==> src/sv/cwc_pkg.sv <==
// cwc_pkg: types, character codes and defaults for the comment and whitespace compressor
// used by every module of the block; depends on nothing
package cwc_pkg;

  localparam logic [31:0] MAX_TEXT_BYTES_DEF = 32'd65535;

  localparam logic [7:0] CH_SLASH = 8'h2F;
  localparam logic [7:0] CH_STAR  = 8'h2A;
  localparam logic [7:0] CH_LF    = 8'h0A;
  localparam logic [7:0] CH_CR    = 8'h0D;
  localparam logic [7:0] CH_TAB   = 8'h09;
  localparam logic [7:0] CH_QUOTE = 8'h22;
  localparam logic [7:0] CH_SPACE = 8'h20;

  typedef enum logic [2:0] {
    MODE_NORMAL,
    MODE_SLASH,
    MODE_LINE,
    MODE_BLOCK,
    MODE_QUOTE
  } scan_mode_t;

  typedef struct packed {
    logic [7:0] in_byte;
    logic       in_last;
  } in_item_t;

  typedef struct packed {
    logic [7:0]  out_char;
    logic        out_end;
    logic [15:0] out_length;
  } out_item_t;

  // everything one input byte produces, handed from scanner to emitter
  typedef struct packed {
    logic [3:0][7:0] chars;
    logic [1:0]      n_chars;
    logic            term;
    logic [15:0]     length;
  } step_t;

endpackage

==> src/sv/cwc_scan.sv <==
// cwc_scan: scanner state and the per-byte step logic of the compressor
// depends on cwc_pkg
module cwc_scan #(
  parameter logic [31:0] MAX_TEXT_BYTES = cwc_pkg::MAX_TEXT_BYTES_DEF
) (
  input  logic             clk,
  input  logic             rst,
  input  cwc_pkg::in_item_t item,
  input  logic             advance,
  output cwc_pkg::step_t   step
);

  localparam logic [15:0] CountCap =
    (MAX_TEXT_BYTES > 32'd65535) ? 16'hFFFF : MAX_TEXT_BYTES[15:0];

  cwc_pkg::scan_mode_t mode, mode_step, mode_next;
  logic        star_seen, star_next;
  logic        newline_pending, nl_step, newline_pending_next;
  logic        space_pending, sp_step, space_pending_next;
  logic [15:0] emitted_count, emitted_count_next;

  logic [7:0]      c;
  logic            c_nl, c_sp, c_plain;
  logic [3:0][7:0] chars;
  logic [1:0]      cnt;
  logic [16:0]     sum;
  logic [15:0]     length;

  assign c       = item.in_byte;
  assign c_nl    = (c == cwc_pkg::CH_LF) || (c == cwc_pkg::CH_CR);
  assign c_sp    = (c == cwc_pkg::CH_SPACE) || (c == cwc_pkg::CH_TAB);
  assign c_plain = !c_nl && !c_sp && (c != cwc_pkg::CH_SLASH);

  // next state
  always_comb begin
    mode_step = mode;
    star_next = star_seen;
    nl_step   = newline_pending;
    sp_step   = space_pending;
    unique case (mode)
      cwc_pkg::MODE_SLASH: begin
        if (c == cwc_pkg::CH_SLASH) begin
          mode_step = cwc_pkg::MODE_LINE;
        end else if (c == cwc_pkg::CH_STAR) begin
          mode_step = cwc_pkg::MODE_BLOCK;
          star_next = 1'b1;
        end else begin
          mode_step = cwc_pkg::MODE_NORMAL;
          nl_step   = c_nl;
          sp_step   = c_sp;
          if (c == cwc_pkg::CH_QUOTE) mode_step = cwc_pkg::MODE_QUOTE;
        end
      end
      cwc_pkg::MODE_LINE: begin
        if (c == cwc_pkg::CH_LF) begin
          nl_step   = 1'b1;
          mode_step = cwc_pkg::MODE_NORMAL;
        end
      end
      cwc_pkg::MODE_BLOCK: begin
        if (star_seen && c == cwc_pkg::CH_SLASH) begin
          mode_step = cwc_pkg::MODE_NORMAL;
          star_next = 1'b0;
        end else begin
          star_next = (c == cwc_pkg::CH_STAR);
        end
      end
      cwc_pkg::MODE_QUOTE: begin
        if (c == cwc_pkg::CH_QUOTE) mode_step = cwc_pkg::MODE_NORMAL;
      end
      default: begin
        mode_step = cwc_pkg::MODE_NORMAL;
        if (c == cwc_pkg::CH_SLASH) begin
          mode_step = cwc_pkg::MODE_SLASH;
        end else if (c_nl) begin
          nl_step = 1'b1;
        end else if (c_sp) begin
          sp_step = 1'b1;
        end else begin
          nl_step = 1'b0;
          sp_step = 1'b0;
          if (c == cwc_pkg::CH_QUOTE) mode_step = cwc_pkg::MODE_QUOTE;
        end
      end
    endcase
    if (item.in_last) begin
      mode_next            = cwc_pkg::MODE_NORMAL;
      star_next            = 1'b0;
      newline_pending_next = 1'b0;
      space_pending_next   = 1'b0;
      emitted_count_next   = 16'd0;
    end else begin
      mode_next            = mode_step;
      newline_pending_next = nl_step;
      space_pending_next   = sp_step;
      emitted_count_next   = length;
    end
  end

  // emitted characters
  always_comb begin
    chars = '0;
    cnt   = 2'd0;
    unique case (mode) inside
      cwc_pkg::MODE_SLASH: begin
        if (c != cwc_pkg::CH_SLASH && c != cwc_pkg::CH_STAR) begin
          if (newline_pending || space_pending) begin
            chars[cnt] = newline_pending ? cwc_pkg::CH_LF : cwc_pkg::CH_SPACE;
            cnt        = cnt + 2'd1;
          end
          chars[cnt] = cwc_pkg::CH_SLASH;
          cnt        = cnt + 2'd1;
          if (c_plain) begin
            chars[cnt] = c;
            cnt        = cnt + 2'd1;
          end
        end
      end
      cwc_pkg::MODE_LINE, cwc_pkg::MODE_BLOCK: begin
        cnt = 2'd0;
      end
      cwc_pkg::MODE_QUOTE: begin
        chars[0] = c;
        cnt      = 2'd1;
      end
      default: begin
        if (c_plain) begin
          if (newline_pending || space_pending) begin
            chars[cnt] = newline_pending ? cwc_pkg::CH_LF : cwc_pkg::CH_SPACE;
            cnt        = cnt + 2'd1;
          end
          chars[cnt] = c;
          cnt        = cnt + 2'd1;
        end
      end
    endcase
    // held slash flushed at end of text
    if (item.in_last && mode_step == cwc_pkg::MODE_SLASH) begin
      if (nl_step || sp_step) begin
        chars[cnt] = nl_step ? cwc_pkg::CH_LF : cwc_pkg::CH_SPACE;
        cnt        = cnt + 2'd1;
      end
      chars[cnt] = cwc_pkg::CH_SLASH;
      cnt        = cnt + 2'd1;
    end
    sum    = {1'b0, emitted_count} + {15'd0, cnt};
    length = (sum > {1'b0, CountCap}) ? CountCap : sum[15:0];
  end

  assign step.chars   = chars;
  assign step.n_chars = cnt;
  assign step.term    = item.in_last;
  assign step.length  = length;

  always_ff @(posedge clk) begin
    if (rst) begin
      mode            <= cwc_pkg::MODE_NORMAL;
      star_seen       <= 1'b0;
      newline_pending <= 1'b0;
      space_pending   <= 1'b0;
      emitted_count   <= 16'd0;
    end else if (advance) begin
      mode            <= mode_next;
      star_seen       <= star_next;
      newline_pending <= newline_pending_next;
      space_pending   <= space_pending_next;
      emitted_count   <= emitted_count_next;
    end
  end

endmodule

==> src/sv/cwc_emit.sv <==
// cwc_emit: walks the results of one byte out through the result register
// depends on cwc_pkg
module cwc_emit (
  input  logic               clk,
  input  logic               rst,
  input  cwc_pkg::step_t     step,
  input  logic               full,
  input  logic               res_stall,
  output logic               retire,
  output logic               res_valid,
  output cwc_pkg::out_item_t res_item
);

  logic [1:0]         idx;
  logic [2:0]         n_total;
  logic               out_free, load, idx_last;
  cwc_pkg::out_item_t item_sel;

  assign n_total  = {1'b0, step.n_chars} + {2'b00, step.term};
  assign out_free = !res_valid || !res_stall;
  assign load     = full && (n_total != 3'd0) && out_free;
  assign idx_last = ({1'b0, idx} == n_total - 3'd1);
  assign retire   = full && ((n_total == 3'd0) || (out_free && idx_last));

  always_comb begin
    if (idx < step.n_chars) begin
      item_sel.out_char   = step.chars[idx];
      item_sel.out_end    = 1'b0;
      item_sel.out_length = 16'd0;
    end else begin
      item_sel.out_char   = 8'd0;
      item_sel.out_end    = 1'b1;
      item_sel.out_length = step.length;
    end
  end

  always_ff @(posedge clk) begin
    if (rst) begin
      res_valid <= 1'b0;
      idx       <= 2'd0;
    end else begin
      if (out_free) res_valid <= load;
      if (load) idx <= idx_last ? 2'd0 : idx + 2'd1;
    end
  end

  always_ff @(posedge clk) begin
    if (load) res_item <= item_sel;
  end

endmodule

==> src/sv/comment_whitespace_compressor.sv <==
// comment_whitespace_compressor: top level, input register, scanner and emitter
// depends on cwc_pkg, cwc_scan, cwc_emit
//
//   channel   valid       stall       payload                   direction
//   text      byte_valid  byte_stall  byte_item (in_item_t)     into block
//   result    res_valid   res_stall   res_item  (out_item_t)    out of block
//
// one byte per cycle while each byte yields at most one result and res_stall is low;
// bytes with more results hold the input register, paced by the single result register
// a byte passes the input register, then the result register, before its first result
// reset clears scanner state; no clearing pass
// a stalled result register backs up into byte_stall in the same cycle
module comment_whitespace_compressor #(
  parameter logic [31:0] MAX_TEXT_BYTES = cwc_pkg::MAX_TEXT_BYTES_DEF
) (
  input  logic               clk,
  input  logic               rst,
  input  logic               byte_valid,
  output logic               byte_stall,
  input  cwc_pkg::in_item_t  byte_item,
  output logic               res_valid,
  input  logic               res_stall,
  output cwc_pkg::out_item_t res_item
);

  logic              in_full;
  cwc_pkg::in_item_t in_q;
  logic              retire, accept;
  cwc_pkg::step_t    step;

  assign byte_stall = in_full && !retire;
  assign accept     = byte_valid && !byte_stall;

  always_ff @(posedge clk) begin
    if (rst) begin
      in_full <= 1'b0;
    end else if (accept) begin
      in_full <= 1'b1;
    end else if (retire) begin
      in_full <= 1'b0;
    end
  end

  always_ff @(posedge clk) begin
    if (accept) in_q <= byte_item;
  end

  cwc_scan #(
    .MAX_TEXT_BYTES(MAX_TEXT_BYTES)
  ) u_scan (
    .clk    (clk),
    .rst    (rst),
    .item   (in_q),
    .advance(retire),
    .step   (step)
  );

  cwc_emit u_emit (
    .clk      (clk),
    .rst      (rst),
    .step     (step),
    .full     (in_full),
    .res_stall(res_stall),
    .retire   (retire),
    .res_valid(res_valid),
    .res_item (res_item)
  );

endmodule

==> config.mk <==
export PLATFORM = sky130hd
export DESIGN_NAME = comment_whitespace_compressor
export DESIGN_NICKNAME = d
export VERILOG_FILES = /design/src/sv/cwc_pkg.sv /design/src/sv/cwc_scan.sv /design/src/sv/cwc_emit.sv /design/src/sv/comment_whitespace_compressor.sv
export SDC_FILE = /design/constraint.sdc
export NUM_CORES = 1
export LEC_CHECK = 0
export BUFFER_PORTS_ARGS = -buffer_cell sky130_fd_sc_hd__buf_2
export CELL_PAD_IN_SITES_DETAIL_PLACEMENT = 1
export CELL_PAD_IN_SITES_GLOBAL_PLACEMENT = 1
export CORE_AREA = 2 2 104 106
export CTS_BUF_LIST = sky130_fd_sc_hd__clkbuf_16
export DETAILED_ROUTE_END_ITERATION = 10
export DIE_AREA = 0 0 106 108
export HOLD_SLACK_MARGIN = 0.1
export PLACE_DENSITY = 0.82
export SYNTH_ARGS = -nofsm -noshare
export SYNTH_HDL_FRONTEND = slang
export SYNTH_SLANG_ARGS = --single-unit
==> constraint.sdc <==
create_clock -name clk -period 12.3 [get_ports clk]
set_clock_uncertainty 0.1 [all_clocks]
set_input_delay 0.615 -clock clk [delete_from_list [all_inputs] [get_ports clk]]
set_output_delay 0.615 -clock clk [all_outputs]
set_load 0.02 [all_outputs]
==> flow_metrics.tcl <==
set metrics [dict create \
    status "finished clean" \
    final_util 0.443 \
    critPathLaunchType "flop" \
    tns_ns 0 \
    setup_viol 0 \
    hold_depth 1 \
    synth_edf_count 34 \
    via_per_inst 5.92 \
    wl_met1_um 5220 \
    synth_nets 490 \
    min_path_type "in -> reg" \
    maxCapViolCount 0 \
    synth_compound_area_frac 0.230 \
    worstMarginPinSlew_ns 1.02 \
    fin_hold_ws_ns 0.353 \
    synth_xor_area_frac 0.0327 \
    cts_resized 0 \
    maxUsedRoutingLayer "met4" \
    synth_cells 458 \
    synth_top_family_by_area "compound AO/OA/AOI/OAI gates" \
    synth.avg_cell_area_um2 8.78 \
    grt.overflow.total 0 \
    rows 37 \
    die_w_um 106 \
    fin_crit_ns 7.52 \
    grt_max_degree 30 \
    rsz0062_at_grt "false" \
    synth_top_area_frac 0.254 \
    drtAntennaViolNets 0 \
    clock_path_buffers 2 \
    cts_setup_buffers 0 \
    wl_met2_um 5680 \
    synth.area.mux_share 0.00280 \
    crit_arrival_ns 7.66 \
    first_pass_iters 4 \
    nets 508 \
    synth-adder-area-share 0.0610 \
    netlist_area_um2 4020 \
    met3_length_um 462 \
    portBuffers 39 \
    path_max_fanout 20 \
    cts_tree "done" \
    ff2ff_path_depth 23 \
    ys_ff_latch 60 \
    worstSkewPairLatency_ns 0.34 \
    wl_per_cell_um 18.8 \
    ir_drop_mv 0.0568 \
    drtIter0Drc 256 \
    gp_congestion 0.870 \
    hold_viol 0 \
    synth_commonest_cells "38 x nor2_1, 37 x a21oi_1, 34 x edfxtp_1, 34 x nand2_1, 26 x dfxtp_1" \
    worst_ep_required_time_ns 12.44 \
    synth_area_leaders "edfxtp_1 25%, dfxtp_1 13%, ha_1 5.6%" \
    ys.flop_type "edfxtp_1" \
    end_kind "flop" \
    holdCritStartpoint "byte_item[2]" \
    synth.distinct_cells 68 \
    cts_inserted_buffers 9 \
    antenna_found_initial 0 \
    period_share 0.611 \
    drc 0 \
    r2r_start "in_q[1]$_DFFE_PP_" \
    grt_usage 0.209 \
    drive_above_1_share 0.164 \
    stdcell_count 617 \
    synth-simple-area-share 0.225 \
    fmax_mhz 133 \
    maxSlewHeadroom 0.317 \
    fp.coreArea_um2 10200 \
    synth_top_area_cell "edfxtp_1" \
    start_util 0.393 \
    r2r_end "u_scan.emitted_count[9]$_SDFFE_PP0P_" \
    die_h_um 108 \
    cts_htree_levels 3 \
    antenna_cells 0 \
    die-area_um2 11400 \
    criticalPathCategory "reg -> reg" \
    grt_pass1_wl_um 18900 \
    async_flop_share 0 \
    boundaryPins 40 \
    vias 3653 \
    finalMaxSlewViolations 0 \
    dp_cells 601 \
    hold_end "in_q[2]$_DFFE_PP_" \
    powerDensity_nw_per_um2 121 \
    r2r_setup_slack_ns 4.78 \
    yosysWarnings 0 \
    cts-root-buf "clkbuf_16" \
    clk_pin_slew_worst_paths_ns 0.06 \
    ys_seq_area_frac 0.383 \
    dp_hpwl_um 7860 \
    ctsHoldBuffers 0 \
    drt_wl_total_um 11600 \
    cts.sink_count 60 \
    syn_to_final_growth_pct 12.6 \
    p_leak_uw 0.00162 \
    synth.most_common_cell "nor2_1" \
    grt_pass1_vias 3704 \
]
metal layers:
layer | vias up | GRT usage
met5 | - | 0
met4 | 0 | 0.0827
met3 | 17 | 0.0319
met2 | 83 | 0.360
met1 | 1820 | 0.263
li1 | 1733 | -
power by group:
group,internal (µW),leakage (µW),switching [µW],total [µW]
clock,150,0.000148,100,250
sequential,223,0.000540,9.77,233
combinational,23.2,0.000931,42.5,65.8
stage by stage:
step | worst slack (ns) | total power, µW | cell area [µm²]
floorplan | 6.17 | 283 | 4020
global placement | 5.44 | 299 | 4230
detailed placement | 4.94 | 302 | 4230
CTS | 4.83 | 550 | 4530
global route | 4.19 | 564 | 4530
finish | 4.78 | 548 | 4530
registers in the layout, indices dropped and copies added, names as in the netlist:
name,count
u_emit.res_valid,1
u_scan.emitted_count,16
u_scan.mode,3
in_full,1
u_scan.space_pending,1
u_scan.newline_pending,1
u_scan.star_seen,1
in_q,9
u_emit.idx,2
u_emit.res_item,25
logic make-up after synthesis:
family	count (synthesis)
simple gates	168
compound gates	137
flops	60
buf+inv	58
fa+ha+maj	19
xor+xnor	15
mux	1
final cells by class:
cell class              count  area, µm²
multi-input cells         340       2220
inverters                  25       96.3
well taps                 136        170
flip-flops and latches     60       1540
repair buffers             40        203
clock inverters             6       45.0
fillers                  1197       5700
clock buffers              10        250
worst max-delay path, cell delays in order, from the launching register on:
cell and delay, ns:
edfxtp_1 0.58, or3b_2 0.55, nor3_1 0.20, o21a_1 0.34, inv_1 0.17, ha_1 0.22
and2_1 0.14, o32ai_2 0.46, inv_2 0.15, ha_1 0.33, nand2_1 0.07, o21ai_0 0.16
ha_1 0.32, nand2_1 0.05, a21boi_0 0.35, inv_1 0.15, fa_1 0.47, nand2b_1 0.27
nor4_2 0.70, nor2b_1 0.39, nand3_1 0.62, nand2_1 0.28, o21ai_0 0.11, a221oi_1 0.26
cells in the final DEF, fill, tap and decap left out, types with 14 or more instances in the layout:
master	n
nor3_1	19
dfxtp_1	26
o21ai_0	24
edfxtp_1	34
a31oi_1	14
ha_1	18
inv_1	23
nand3_1	18
nor2_1	38
buf_2	39
a21oi_1	36
nand2_1	34
worst max-delay path by stage:
stage                           start                              endpoint  slack (ns)
finish              in_q[1]$_DFFE_PP_  u_scan.emitted_count[9]$_SDFFE_PP0P_        4.78
global route        in_q[1]$_DFFE_PP_     u_emit.res_item[13]$_SDFFCE_PN0P_        4.19
CTS                 in_q[1]$_DFFE_PP_     u_emit.res_item[13]$_SDFFCE_PN0P_        4.83
detailed placement  in_q[1]$_DFFE_PP_     u_emit.res_item[13]$_SDFFCE_PN0P_        4.94
global placement    in_q[1]$_DFFE_PP_  u_scan.emitted_count[9]$_SDFFE_PP0P_        5.44
floorplan           in_q[6]$_DFFE_PP_            u_emit.idx[1]$_SDFFE_PP0P_        6.17
(Power assumes the default switching activity.)
